===== src/design/nnr_pkg.sv =====
// Shared types and constants for the Newton nth-root block.
// No dependencies.
`default_nettype none

package nnr_pkg;

  localparam int DEF_MAX_EXP = 15;
  localparam logic [11:0] ITER_RESET = 12'd1000;

  localparam logic signed [31:0] FIX_ONE = 32'sh0001_0000;
  localparam logic signed [31:0] S32_MAX = 32'sh7FFF_FFFF;
  localparam logic signed [31:0] S32_MIN = 32'sh8000_0000;

  // status codes
  localparam logic [1:0] ST_OK       = 2'd0;
  localparam logic [1:0] ST_EXP_ZERO = 2'd1;
  localparam logic [1:0] ST_DIV_ZERO = 2'd2;
  localparam logic [1:0] ST_OVF      = 2'd3;

  // divider geometry
  localparam int DVD_W      = 48;   // |x| * 2^16
  localparam int DVS_W      = 32;
  localparam int LONG_BITS  = 48;
  localparam int SHORT_BITS = 33;   // |t - a| fits in 33 bits
  localparam int CNT_W      = 6;

  typedef struct packed {
    logic signed [31:0] radicand;
    logic [3:0]         exponent;
  } in_word_t;

  typedef struct packed {
    logic signed [31:0] root;
    logic signed [31:0] residual;
    logic [1:0]         status;
  } out_word_t;

  typedef struct packed {
    logic             start;
    logic             short_mode;
    logic [DVD_W-1:0] dividend;
    logic [DVS_W-1:0] divisor;
  } div_req_t;

  typedef struct packed {
    logic             done;
    logic [DVD_W-1:0] quotient;
  } div_rsp_t;

endpackage

`default_nettype wire


===== src/design/nnr_mul.sv =====
// Q16.16 multiplier: registered 32x32 product, floor shift by 16, saturate.
// Depends on: nnr_pkg.
`default_nettype none

module nnr_mul
  import nnr_pkg::*;
(
  input  wire logic               clk,
  input  wire logic signed [31:0] x,
  input  wire logic signed [31:0] y,
  output logic signed [31:0]      res,
  output logic                    sat
);

  logic signed [63:0] prod_r;
  logic signed [63:0] shifted;

  always_ff @(posedge clk) begin
    prod_r <= 64'(x) * 64'(y);
  end

  // arithmetic shift rounds toward minus infinity
  assign shifted = prod_r >>> 16;

  always_comb begin
    sat = 1'b0;
    res = shifted[31:0];
    if (!shifted[63] && (shifted[62:31] != '0)) begin
      sat = 1'b1;
      res = S32_MAX;
    end else if (shifted[63] && (shifted[62:31] != '1)) begin
      sat = 1'b1;
      res = S32_MIN;
    end
  end

endmodule

`default_nettype wire


===== src/design/nnr_div.sv =====
// Unsigned restoring divider, one quotient bit per cycle.
// Long mode: 48-bit dividend. Short mode: 33-bit dividend. Depends on: nnr_pkg.
`default_nettype none

module nnr_div
  import nnr_pkg::*;
(
  input  wire logic     clk,
  input  wire logic     rst_n,
  input  wire div_req_t req,
  output div_rsp_t      rsp
);

  logic             busy_r;
  logic             done_r;
  logic [CNT_W-1:0] cnt_r;
  logic [DVD_W-1:0] dvd_r;
  logic [DVD_W-1:0] quo_r;
  logic [DVS_W-1:0] dvs_r;
  logic [DVS_W-1:0] rem_r;

  logic [DVS_W:0]   trial;
  logic [DVS_W:0]   diff;
  logic             qbit;

  assign trial = {rem_r, dvd_r[DVD_W-1]};
  assign diff  = trial - {1'b0, dvs_r};
  assign qbit  = !diff[DVS_W];   // no borrow: trial >= divisor

  always_ff @(posedge clk) begin
    if (!rst_n) begin
      busy_r <= 1'b0;
      done_r <= 1'b0;
      cnt_r  <= '0;
    end else begin
      done_r <= 1'b0;
      if (req.start) begin
        busy_r <= 1'b1;
        cnt_r  <= req.short_mode ? CNT_W'(SHORT_BITS) : CNT_W'(LONG_BITS);
      end else if (busy_r) begin
        cnt_r <= cnt_r - CNT_W'(1);
        if (cnt_r == CNT_W'(1)) begin
          busy_r <= 1'b0;
          done_r <= 1'b1;
        end
      end
    end
  end

  always_ff @(posedge clk) begin
    if (req.start) begin
      dvs_r <= req.divisor;
      rem_r <= '0;
      quo_r <= '0;
      dvd_r <= req.short_mode ?
               {req.dividend[SHORT_BITS-1:0], {(DVD_W-SHORT_BITS){1'b0}}} :
               req.dividend;
    end else if (busy_r) begin
      rem_r <= qbit ? diff[DVS_W-1:0] : trial[DVS_W-1:0];
      quo_r <= {quo_r[DVD_W-2:0], qbit};
      dvd_r <= {dvd_r[DVD_W-2:0], 1'b0};
    end
  end

  assign rsp.done     = done_r;
  assign rsp.quotient = quo_r;

endmodule

`default_nettype wire


===== src/design/newton_nth_root.sv =====
// Newton-Raphson nth root of a signed Q16.16 value. One word in, one word out.
// A word is taken when start is high and busy is low; the result appears on
// out_data for exactly one cycle with out_valid high and cannot be stalled, so
// the receiver must take it then. Exponent zero answers on the next cycle with
// status 1. Otherwise the estimate starts at 1.0 and runs iteration_count
// Newton steps on one shared multiplier and one shared bit-serial divider.
// Each step forms a^(n-1) by repeated multiply (1.0 when n = 1), divides q by
// it on the divider in long mode, then divides t - a by n in short mode. The
// residual pass forms a^n by repeated multiply. The reset count is 1000. busy
// stays high for the whole of an item with a nonzero exponent; the config write
// port is ready only while busy is low. Depends on: nnr_pkg, nnr_mul, nnr_div.
`default_nettype none

module newton_nth_root
  import nnr_pkg::*;
#(
  parameter int MAX_EXP = DEF_MAX_EXP
)(
  input  wire logic      clk,
  input  wire logic      rst_n,
  // input word
  input  wire logic      start,
  output logic           busy,
  input  wire in_word_t  in_data,
  // result word
  output logic           out_valid,
  output out_word_t      out_data,
  // iteration count register
  input  wire logic      cfg_valid,
  output logic           cfg_ready,
  input  wire logic [11:0] cfg_data
);

  // exponent register width: holds 4-bit input and the clamp value
  localparam int NW = ($clog2(MAX_EXP + 1) > 4) ? $clog2(MAX_EXP + 1) : 4;
  localparam logic [NW-1:0] MAXN = NW'(MAX_EXP);

  // sequencer states
  localparam logic [3:0] S_IDLE  = 4'd0;
  localparam logic [3:0] S_STEP  = 4'd1;   // set up a^(n-1) or the final a^n
  localparam logic [3:0] S_POW   = 4'd2;   // issue next multiply or move on
  localparam logic [3:0] S_MULW  = 4'd3;   // take product
  localparam logic [3:0] S_DIVQ  = 4'd4;   // start q / a^(n-1)
  localparam logic [3:0] S_DIVQW = 4'd5;
  localparam logic [3:0] S_DIVN  = 4'd6;   // start (t - a) / n
  localparam logic [3:0] S_DIVNW = 4'd7;
  localparam logic [3:0] S_RES   = 4'd8;   // residual and result word

  logic [3:0]         state_r, state_nxt;
  logic [11:0]        iter_r;
  logic [11:0]        step_r, step_nxt;
  logic [NW-1:0]      n_r, n_nxt;
  logic [NW-1:0]      left_r, left_nxt;     // multiplies still to do
  logic               fin_r, fin_nxt;       // power is for the residual
  logic               ovf_r, ovf_nxt;
  logic               dz_r, dz_nxt;
  logic               neg_r, neg_nxt;       // sign of t - a
  logic signed [31:0] q_r, q_nxt;
  logic signed [31:0] a_r, a_nxt;
  logic signed [31:0] b_r, b_nxt;           // running power
  logic signed [31:0] t_r, t_nxt;           // quotient q / a^(n-1)
  logic               ov_r, ov_nxt;         // out_valid
  out_word_t          out_r, out_nxt;

  logic signed [31:0] mul_res;
  logic               mul_sat;
  div_req_t           div_req;
  div_rsp_t           div_rsp;

  // combinational helpers
  logic [NW-1:0]      exp_ext;
  logic [NW-1:0]      exp_clamped;
  logic [31:0]        q_mag;
  logic [31:0]        b_mag;
  logic               q_neg;
  logic signed [32:0] d_ta;
  logic [32:0]        d_mag;
  logic [32:0]        qn_mag;
  logic signed [34:0] u_ext;
  logic signed [34:0] a_sum;
  logic signed [32:0] res_diff;
  logic signed [32:0] zero_diff;

  nnr_mul u_mul (
    .clk (clk),
    .x   (b_r),
    .y   (a_r),
    .res (mul_res),
    .sat (mul_sat)
  );

  nnr_div u_div (
    .clk   (clk),
    .rst_n (rst_n),
    .req   (div_req),
    .rsp   (div_rsp)
  );

  assign exp_ext     = NW'(in_data.exponent);
  assign exp_clamped = (exp_ext > MAXN) ? MAXN : exp_ext;

  assign q_mag  = q_r[31] ? 32'(-q_r) : 32'(q_r);
  assign b_mag  = b_r[31] ? 32'(-b_r) : 32'(b_r);
  assign q_neg  = q_r[31] ^ b_r[31];

  assign d_ta   = {t_r[31], t_r} - {a_r[31], a_r};
  assign d_mag  = d_ta[32] ? 33'(-d_ta) : 33'(d_ta);
  assign qn_mag = div_rsp.quotient[32:0];
  assign u_ext  = neg_r ? -$signed({2'b00, qn_mag}) : $signed({2'b00, qn_mag});
  assign a_sum  = {{3{a_r[31]}}, a_r} + u_ext;

  assign res_diff  = {q_r[31], q_r} - {b_r[31], b_r};
  assign zero_diff = {in_data.radicand[31], in_data.radicand} - {FIX_ONE[31], FIX_ONE};

  // divider requests come straight from the sequencer state
  always_comb begin
    div_req.start      = 1'b0;
    div_req.short_mode = 1'b0;
    div_req.dividend   = {q_mag, 16'h0000};
    div_req.divisor    = b_mag;
    unique case (state_r)
      S_DIVQ: begin
        div_req.start = (b_r != '0);
      end
      S_DIVN: begin
        div_req.start      = 1'b1;
        div_req.short_mode = 1'b1;
        div_req.dividend   = DVD_W'(d_mag);
        div_req.divisor    = DVS_W'(n_r);
      end
      default: begin
      end
    endcase
  end

  always_comb begin
    state_nxt = state_r;
    step_nxt  = step_r;
    n_nxt     = n_r;
    left_nxt  = left_r;
    fin_nxt   = fin_r;
    ovf_nxt   = ovf_r;
    dz_nxt    = dz_r;
    neg_nxt   = neg_r;
    q_nxt     = q_r;
    a_nxt     = a_r;
    b_nxt     = b_r;
    t_nxt     = t_r;
    ov_nxt    = 1'b0;
    out_nxt   = out_r;

    unique case (state_r)
      S_IDLE: begin
        if (start) begin
          if (in_data.exponent == 4'd0) begin
            // no iteration: root 0, residual q - 1.0
            ov_nxt          = 1'b1;
            out_nxt.root    = '0;
            out_nxt.status  = ST_EXP_ZERO;
            if (zero_diff[32] != zero_diff[31]) begin
              out_nxt.residual = zero_diff[32] ? S32_MIN : S32_MAX;
            end else begin
              out_nxt.residual = zero_diff[31:0];
            end
          end else begin
            q_nxt     = in_data.radicand;
            n_nxt     = exp_clamped;
            a_nxt     = FIX_ONE;
            step_nxt  = iter_r;
            ovf_nxt   = 1'b0;
            dz_nxt    = 1'b0;
            state_nxt = S_STEP;
          end
        end
      end

      S_STEP: begin
        state_nxt = S_POW;
        if (step_r == '0) begin
          // final a^n for the residual
          fin_nxt  = 1'b1;
          b_nxt    = a_r;
          left_nxt = n_r - NW'(1);
        end else begin
          fin_nxt = 1'b0;
          if (n_r == NW'(1)) begin
            b_nxt    = FIX_ONE;
            left_nxt = '0;
          end else begin
            b_nxt    = a_r;
            left_nxt = n_r - NW'(2);
          end
        end
      end

      S_POW: begin
        if (left_r == '0) begin
          state_nxt = fin_r ? S_RES : S_DIVQ;
        end else begin
          state_nxt = S_MULW;   // multiplier registers b_r * a_r this cycle
        end
      end

      S_MULW: begin
        b_nxt     = mul_res;
        ovf_nxt   = ovf_r | mul_sat;
        left_nxt  = left_r - NW'(1);
        state_nxt = S_POW;
      end

      S_DIVQ: begin
        if (b_r == '0) begin
          dz_nxt    = 1'b1;
          state_nxt = S_DIVN;
          if (q_r == '0) begin
            t_nxt = '0;
          end else begin
            t_nxt = q_r[31] ? S32_MIN : S32_MAX;
          end
        end else begin
          state_nxt = S_DIVQW;
        end
      end

      S_DIVQW: begin
        if (div_rsp.done) begin
          state_nxt = S_DIVN;
          if (!q_neg) begin
            if (div_rsp.quotient > 48'h0000_7FFF_FFFF) begin
              t_nxt   = S32_MAX;
              ovf_nxt = 1'b1;
            end else begin
              t_nxt = div_rsp.quotient[31:0];
            end
          end else begin
            if (div_rsp.quotient > 48'h0000_8000_0000) begin
              t_nxt   = S32_MIN;
              ovf_nxt = 1'b1;
            end else begin
              t_nxt = 32'(-div_rsp.quotient[31:0]);
            end
          end
        end
      end

      S_DIVN: begin
        neg_nxt   = d_ta[32];
        state_nxt = S_DIVNW;
      end

      S_DIVNW: begin
        if (div_rsp.done) begin
          step_nxt  = step_r - 12'd1;
          state_nxt = S_STEP;
          if (a_sum[34:31] != 4'b0000 && a_sum[34:31] != 4'b1111) begin
            a_nxt   = a_sum[34] ? S32_MIN : S32_MAX;
            ovf_nxt = 1'b1;
          end else begin
            a_nxt = a_sum[31:0];
          end
        end
      end

      S_RES: begin
        ov_nxt       = 1'b1;
        out_nxt.root = a_r;
        state_nxt    = S_IDLE;
        if (res_diff[32] != res_diff[31]) begin
          out_nxt.residual = res_diff[32] ? S32_MIN : S32_MAX;
          ovf_nxt          = 1'b1;
        end else begin
          out_nxt.residual = res_diff[31:0];
        end
        // division by zero wins over overflow
        priority if (dz_r) begin
          out_nxt.status = ST_DIV_ZERO;
        end else if (ovf_nxt) begin
          out_nxt.status = ST_OVF;
        end else begin
          out_nxt.status = ST_OK;
        end
      end

      default: begin
        state_nxt = S_IDLE;
      end
    endcase
  end

  // control state
  always_ff @(posedge clk) begin
    if (!rst_n) begin
      state_r <= S_IDLE;
      ov_r    <= 1'b0;
      iter_r  <= ITER_RESET;
    end else begin
      state_r <= state_nxt;
      ov_r    <= ov_nxt;
      if (cfg_valid && cfg_ready) begin
        iter_r <= cfg_data;
      end
    end
  end

  // datapath
  always_ff @(posedge clk) begin
    step_r <= step_nxt;
    n_r    <= n_nxt;
    left_r <= left_nxt;
    fin_r  <= fin_nxt;
    ovf_r  <= ovf_nxt;
    dz_r   <= dz_nxt;
    neg_r  <= neg_nxt;
    q_r    <= q_nxt;
    a_r    <= a_nxt;
    b_r    <= b_nxt;
    t_r    <= t_nxt;
    out_r  <= out_nxt;
  end

  assign busy      = (state_r != S_IDLE);
  assign cfg_ready = !busy;
  assign out_valid = ov_r;
  assign out_data  = out_r;

endmodule

`default_nettype wire


===== config.mk =====
export PLATFORM = sky130hd
export DESIGN_NAME = newton_nth_root
export DESIGN_NICKNAME = d
export VERILOG_FILES = /design/src/design/nnr_pkg.sv /design/src/design/nnr_mul.sv /design/src/design/nnr_div.sv /design/src/design/newton_nth_root.sv
export SDC_FILE = /design/constraint.sdc
export NUM_CORES = 2
export LEC_CHECK = 0
export BUFFER_PORTS_ARGS = -buffer_cell sky130_fd_sc_hd__buf_2
export CAP_MARGIN = 20
export CORE_UTILIZATION = 45
export CTS_CLUSTER_SIZE = 8
export DETAILED_ROUTE_END_ITERATION = 12
export GPL_TIMING_DRIVEN = 1
export HOLD_SLACK_MARGIN = 0.08
export PLACE_DENSITY = 0.56
export SYNTH_ARGS = -nofsm -noshare
export SYNTH_HDL_FRONTEND = slang
export SYNTH_SLANG_ARGS = --single-unit

===== constraint.sdc =====
create_clock -name clk -period 19.86 [get_ports clk]
set_clock_uncertainty 0.05 [all_clocks]
set_input_delay 1.986 -clock clk [delete_from_list [all_inputs] [get_ports clk]]
set_output_delay 1.986 -clock clk [all_outputs]
set_load 0.005 [all_outputs]

Yosys cells after proc, flatten, opt, wreduce, memory -nomap -nowiden
Index checks and enable logic that the tools add are counted.

cells by class
  $lt $le $gt $ge = 3
  $mul = 1
  equal/unequal tests = 23
  bitwise logic cells = 6
  reductions and logical operators = 34
  muxes and demuxes = 79
  $add $sub $neg = 15

operators by type and width
  kind                                                              number
  two-way mux 32 bit                                                23
  case mux 32 bit (2 select lines)                                  3
  two-way mux 48 bit                                                3
  two-way mux 66 bit                                                2
  case mux 66 bit (2 select lines)                                  1
  negation 32 bit                                                   3
  two-way mux 81 bit                                                1
  subtractor 32 x 32 -> 33 bit                                      2
  logical NOT 32 bit                                                2
  multiplier 32 x 32 -> 64 bit                                      1
  nonzero test 32 bit                                               2
  greater-than comparator 48 x 31 -> 1 bit (second input constant)  1
  greater-than comparator 48 x 32 -> 1 bit (second input constant)  1
  two-way mux 12 bit                                                3
  adder 35 bit                                                      1
  two-way mux 35 bit                                                1
  negation 33 -> 35 bit                                             1
  two-way mux 33 bit                                                1
  negation 33 bit                                                   1
  subtractor 32 x 18 -> 33 bit (second input constant)              1
  subtractor 33 x 32 -> 33 bit                                      1
  two-way mux 4 bit                                                 8
  inequality test 32 bit (second input constant)                    1
  case mux 4 bit (7 select lines)                                   1
  other kinds (38)                                                  96

storage, ports and cells
  bits of input ports = 52
  register bits = 467
  output and inout bits = 69

Longest topological paths before layout
  word-level depth = 8
  depth in mapped cells = 31
  depth with buffers taken out = 28

Modules after synthesis
A second synthesis with hierarchy kept.

unflattened totals
  cells, all modules = 7025
  area, all modules = 64778.4 sq um

modules (own cells, without submodules)
  module           cells each  area each (sq um)  times used  seq. area each (sq um)
  nnr_mul          3905        37043.0            1           960.9
  newton_nth_root  2212        19017.0            1           6886.6
  nnr_div          908         8718.4             1           4164.0

Worst setup path after synthesis
No wires, ideal clock.

  path kind = register to register
  start point = register b_r[31]
  end point = register u_mul.prod_r[61]
  path slack = 11640 ps
  setup time = 72 ps
  cell stages (with the launch flop) = 30
  arrival time = 8098 ps
  path through = edfxtp_1 clkbuf_1 clkbuf_1 buf_1 nand2_1 inv_1 fa_1 inv_1 fa_1 inv_1 fa_1 fa_1 inv_1 fa_1 inv_1 fa_1 inv_1 fa_1 inv_1 fa_1 ha_1 a21o_1 a21o_1 a21o_1 a21o_1 a211oi_1 nand2_1 a21o_1 a21oi_1 xnor2_1

on the way
  longest elaborated chain between the ends = 1

RTL lines
  item                          RTL line                RTL
  from (decl)                   newton_nth_root.sv:60   logic signed [31:0] b_r, b_nxt;
  from (signal assigned)        newton_nth_root.sv:316  b_r <= b_nxt;
  multiplier 32 x 32 -> 64 bit  nnr_mul.sv:19           prod_r <= 64'(x) * 64'(y);
  to (signal assigned)          nnr_mul.sv:19
  to (decl)                     nnr_mul.sv:15           logic signed [63:0] prod_r;

Every way passes these cells.
A chain may end at the register's enable or synchronous reset.

Worst setup path after layout
  start point = register b_r[26]
  end point = register u_mul.prod_r[57]

The elaborated chain is that of the path after synthesis.

==> reports/metrics.yaml <==
grt:
  grt_pass1_vias: 50740
  overflow: 0
  antenna_found_initial: 6
  grt_util_all_layers_pct: 31.62
  grt_max_degree: 83
  grt_pass1_wl_mm: 328.8
layout:
  num-fill-cells: 13070
  layout_commonest_cell: "inv_1"
  mostFrequentLayoutCells: "1101 x inv_1, 1085 x fa_1, 837 x nand2_1, 807 x nor2_1, 326 x ha_1"
  diodes: 0
  final_layout_size_suffix_gt1_share_pct: 6.339
  layout.nets: 8358
  syn_to_final_growth_pct: 7.748
critical_path:
  crit_fanout: 20
  arrival_ns: 10.65
  start_kind: "flip-flop"
  cpMostUsedCell: "fa_1"
  cp_slowest_cell: "a2111oi_1"
  cp-end-kind: "flip-flop"
  required_ns: 20.35
  setup.worst_path.class: "reg2reg"
  cp_slowest_stage_delay_ns: 1.00
placed_design:
  hpwl_mm: 164.6
  numPortBuffers: 120
  gp_congestion: 0.9577
die:
  design.core.area_mm2: 0.1377
  die_h_um: 374.6
  rows: 136
  initial_core_util_pct: 45.39
  fp.dieW_um: 374.6
  die-area_mm2: 0.1403
  ios: 121
synthesis:
  syn_area_mm2: 0.06248
  syn_nets: 8378
  ys_types: 94
  synth-edff-count: 298
  dominantRegCellSynth: "edfxtp_1"
  ys_ff_latch: 451
  synth.yosys.seq_area_share_pct: 19.22
  synth_cells: 6915
  yosys_warnings: 0
  synth_top_area_share_pct: 34.76
  yosysTopAreaCell: "fa_1"
  yosys-top-cells-area: "fa_1 35%, edfxtp_1 14%, inv_1 6.6%"
  synthArstFlopShare_pct: 0
  postSynthAreaPerCell_um2: 9.036
timing:
  rsz0062_at_grt: "no"
  finalSetupViolCount: 0
  maxSlewViolCount: 0
  min_period_over_period_pct: 51.15
  finalSetupTns_ns: 0
  final_hold_viol_count: 0
  tightest_slew_ns: 1.104
  relSlewSlack_pct: 25.65
  max_freq_mhz: 98.44
  period_needed_ns: 10.16
routing:
  routed_wl_mm: 217.5
  drt_iter0_drc: 4404
  num_vias: 49970
  ant_nets: 0
  first_pass_iters: 8
  drcViolationCount: 0
  routed_via_density: 5.721
  wire_per_inst_um: 24.90
clocking:
  numCtsBuffers: 70
  clock_sinks: 451
  htreeDepth: 3
  root_buffer: "clkbuf_16"
  ctsResizeCount: 0
  hold_buffers: 0
  clock_latency_ns: 0.69
  cts_tree: "yes"
  clockBufferDepth: 3
  post-cts-setup-buffers: 0
  path_clk_slew_ns: 0.05
hold_path:
  hp-class: "reg2reg"
status:
  status: "finished clean"
flow_run:
  maxCapViolations: 0
==> area by class of cell <==
class / count / area, um2 / share of cell area (%)
tap: 1794 / 2245 / 3.334
sequential: 451 / 12020 / 17.85
timing repair buffer: 280 / 1805 / 2.682
inverter: 1143 / 4290 / 6.373
multi-input combinational: 4949 / 44830 / 66.58
clock buffer: 103 / 1906 / 2.830
clock inverter: 15 / 237.7 / 0.3531
==> through the flow <==
| step | cell area, um2 | utilization, % | setup WS (ns) | std cells | hold WS [ns] |
|---|---|---|---|---|---|
| global placement | 65160 | 47.34 | 9.887 | 8615 | 0.4064 |
| detailed placement | 65160 | 47.34 | 9.883 | 8615 | 0.4101 |
| CTS | 67310 | 48.89 | 9.858 | 8733 | 0.4189 |
| finish | 67320 | 48.91 | 9.702 | 8735 | 0.4141 |
| floorplan | 62480 | - | 11.64 | 6915 | 0.3904 |
| global route | 67320 | 48.91 | 9.419 | 8735 | 0.4355 |
==> registers in the layout, summed over array words and instances (netlist names), 4 cells and up <==
name / flops
out_data: 66
u_div.dvd_r: 48
u_div.quo_r: 48
u_mul.prod_r: 48
a_r: 32
b_r: 32
q_r: 32
t_r: 32
u_div.dvs_r: 32
u_div.rem_r: 32
iter_r: 12
step_r: 12
u_div.cnt_r: 6
left_r: 4
n_r: 4
state_r: 4
==> cell usage after synthesis, types with 26 or more instances <==
| library cell | instances |
|---|---|
| nor2_1 | 810 |
| fa_1 | 1085 |
| dfxtp_1 | 153 |
| edfxtp_1 | 298 |
| o211ai_1 | 43 |
| nor4_1 | 38 |
| nand4_1 | 37 |
| a21oi_1 | 328 |
| and2_1 | 45 |
| inv_1 | 1102 |
| nand3_1 | 63 |
| clkbuf_1 | 297 |
| clkinv_1 | 35 |
| nor3_1 | 75 |
| nand2_1 | 837 |
| nand2b_1 | 41 |
| xor2_1 | 118 |
| mux2i_1 | 57 |
| o21ai_0 | 288 |
| a211oi_1 | 26 |
| and3_1 | 42 |
| a31oi_1 | 33 |
| o21a_1 | 28 |
| ha_1 | 326 |
| a21o_1 | 93 |
| xnor2_1 | 187 |
| o31ai_1 | 32 |
| or3_1 | 40 |
| buf_1 | 59 |
==> per-layer routing <==
metal	GRT usage, %	vias up	part of all wire, %
met5	0	-	0.028
met4	15.85	8	5.9
met3	7.521	529	9.1
met2	49.29	2216	45
met1	41.16	25300	40
li1	-	21920	-
==> cell families (layout without fill, tap and decap cells) <==
logic type | count (synthesis) | count (layout) | synth area share, %
AOI/OAI and AO/OA | 1047 | 1047 | 10.41
other | 1 | 1 | 0.006002
DFF | 451 | 451 | 19.22
and+or+nand+nor | 2125 | 2125 | 14.65
xor gates and xnor gates | 306 | 306 | 4.301
buffers and inverters | 1515 | 1541 | 9.175
adders and majority gates | 1411 | 1411 | 41.29
muxes | 59 | 59 | 0.9492
==> path summary, 6_finish.rpt <==
kind,end,startpoint,cells past startpoint,slack [ns]
worst max-delay path,u_mul.prod_r[57]$_DFF_P_,b_r[26]$_DFFE_PP_,27,9.70
worst min-delay path,iter_r[6]$_SDFFE_PN1P_,iter_r[6]$_SDFFE_PN1P_,2,0.41
worst min register to register,iter_r[6]$_SDFFE_PN1P_,iter_r[6]$_SDFFE_PN1P_,2,0.41
worst max register to register,u_mul.prod_r[57]$_DFF_P_,b_r[26]$_DFFE_PP_,27,9.70
==> critical path, delay by kind of cell (launching register included) <==
kind                     cells  cell delay [ns]
XOR/XNOR                     1             0.13
buffers and inverters        6             1.82
AND/OR/NAND/NOR              6             1.58
flip-flops                   1             0.32
adder cells (fa/ha/maj)      9             4.22
AO/OA/AOI/OAI                5             1.86
Power is left out: the tool's default activity adds up to more than one toggle a clock period on the data nets, which glitch-free logic cannot reach.
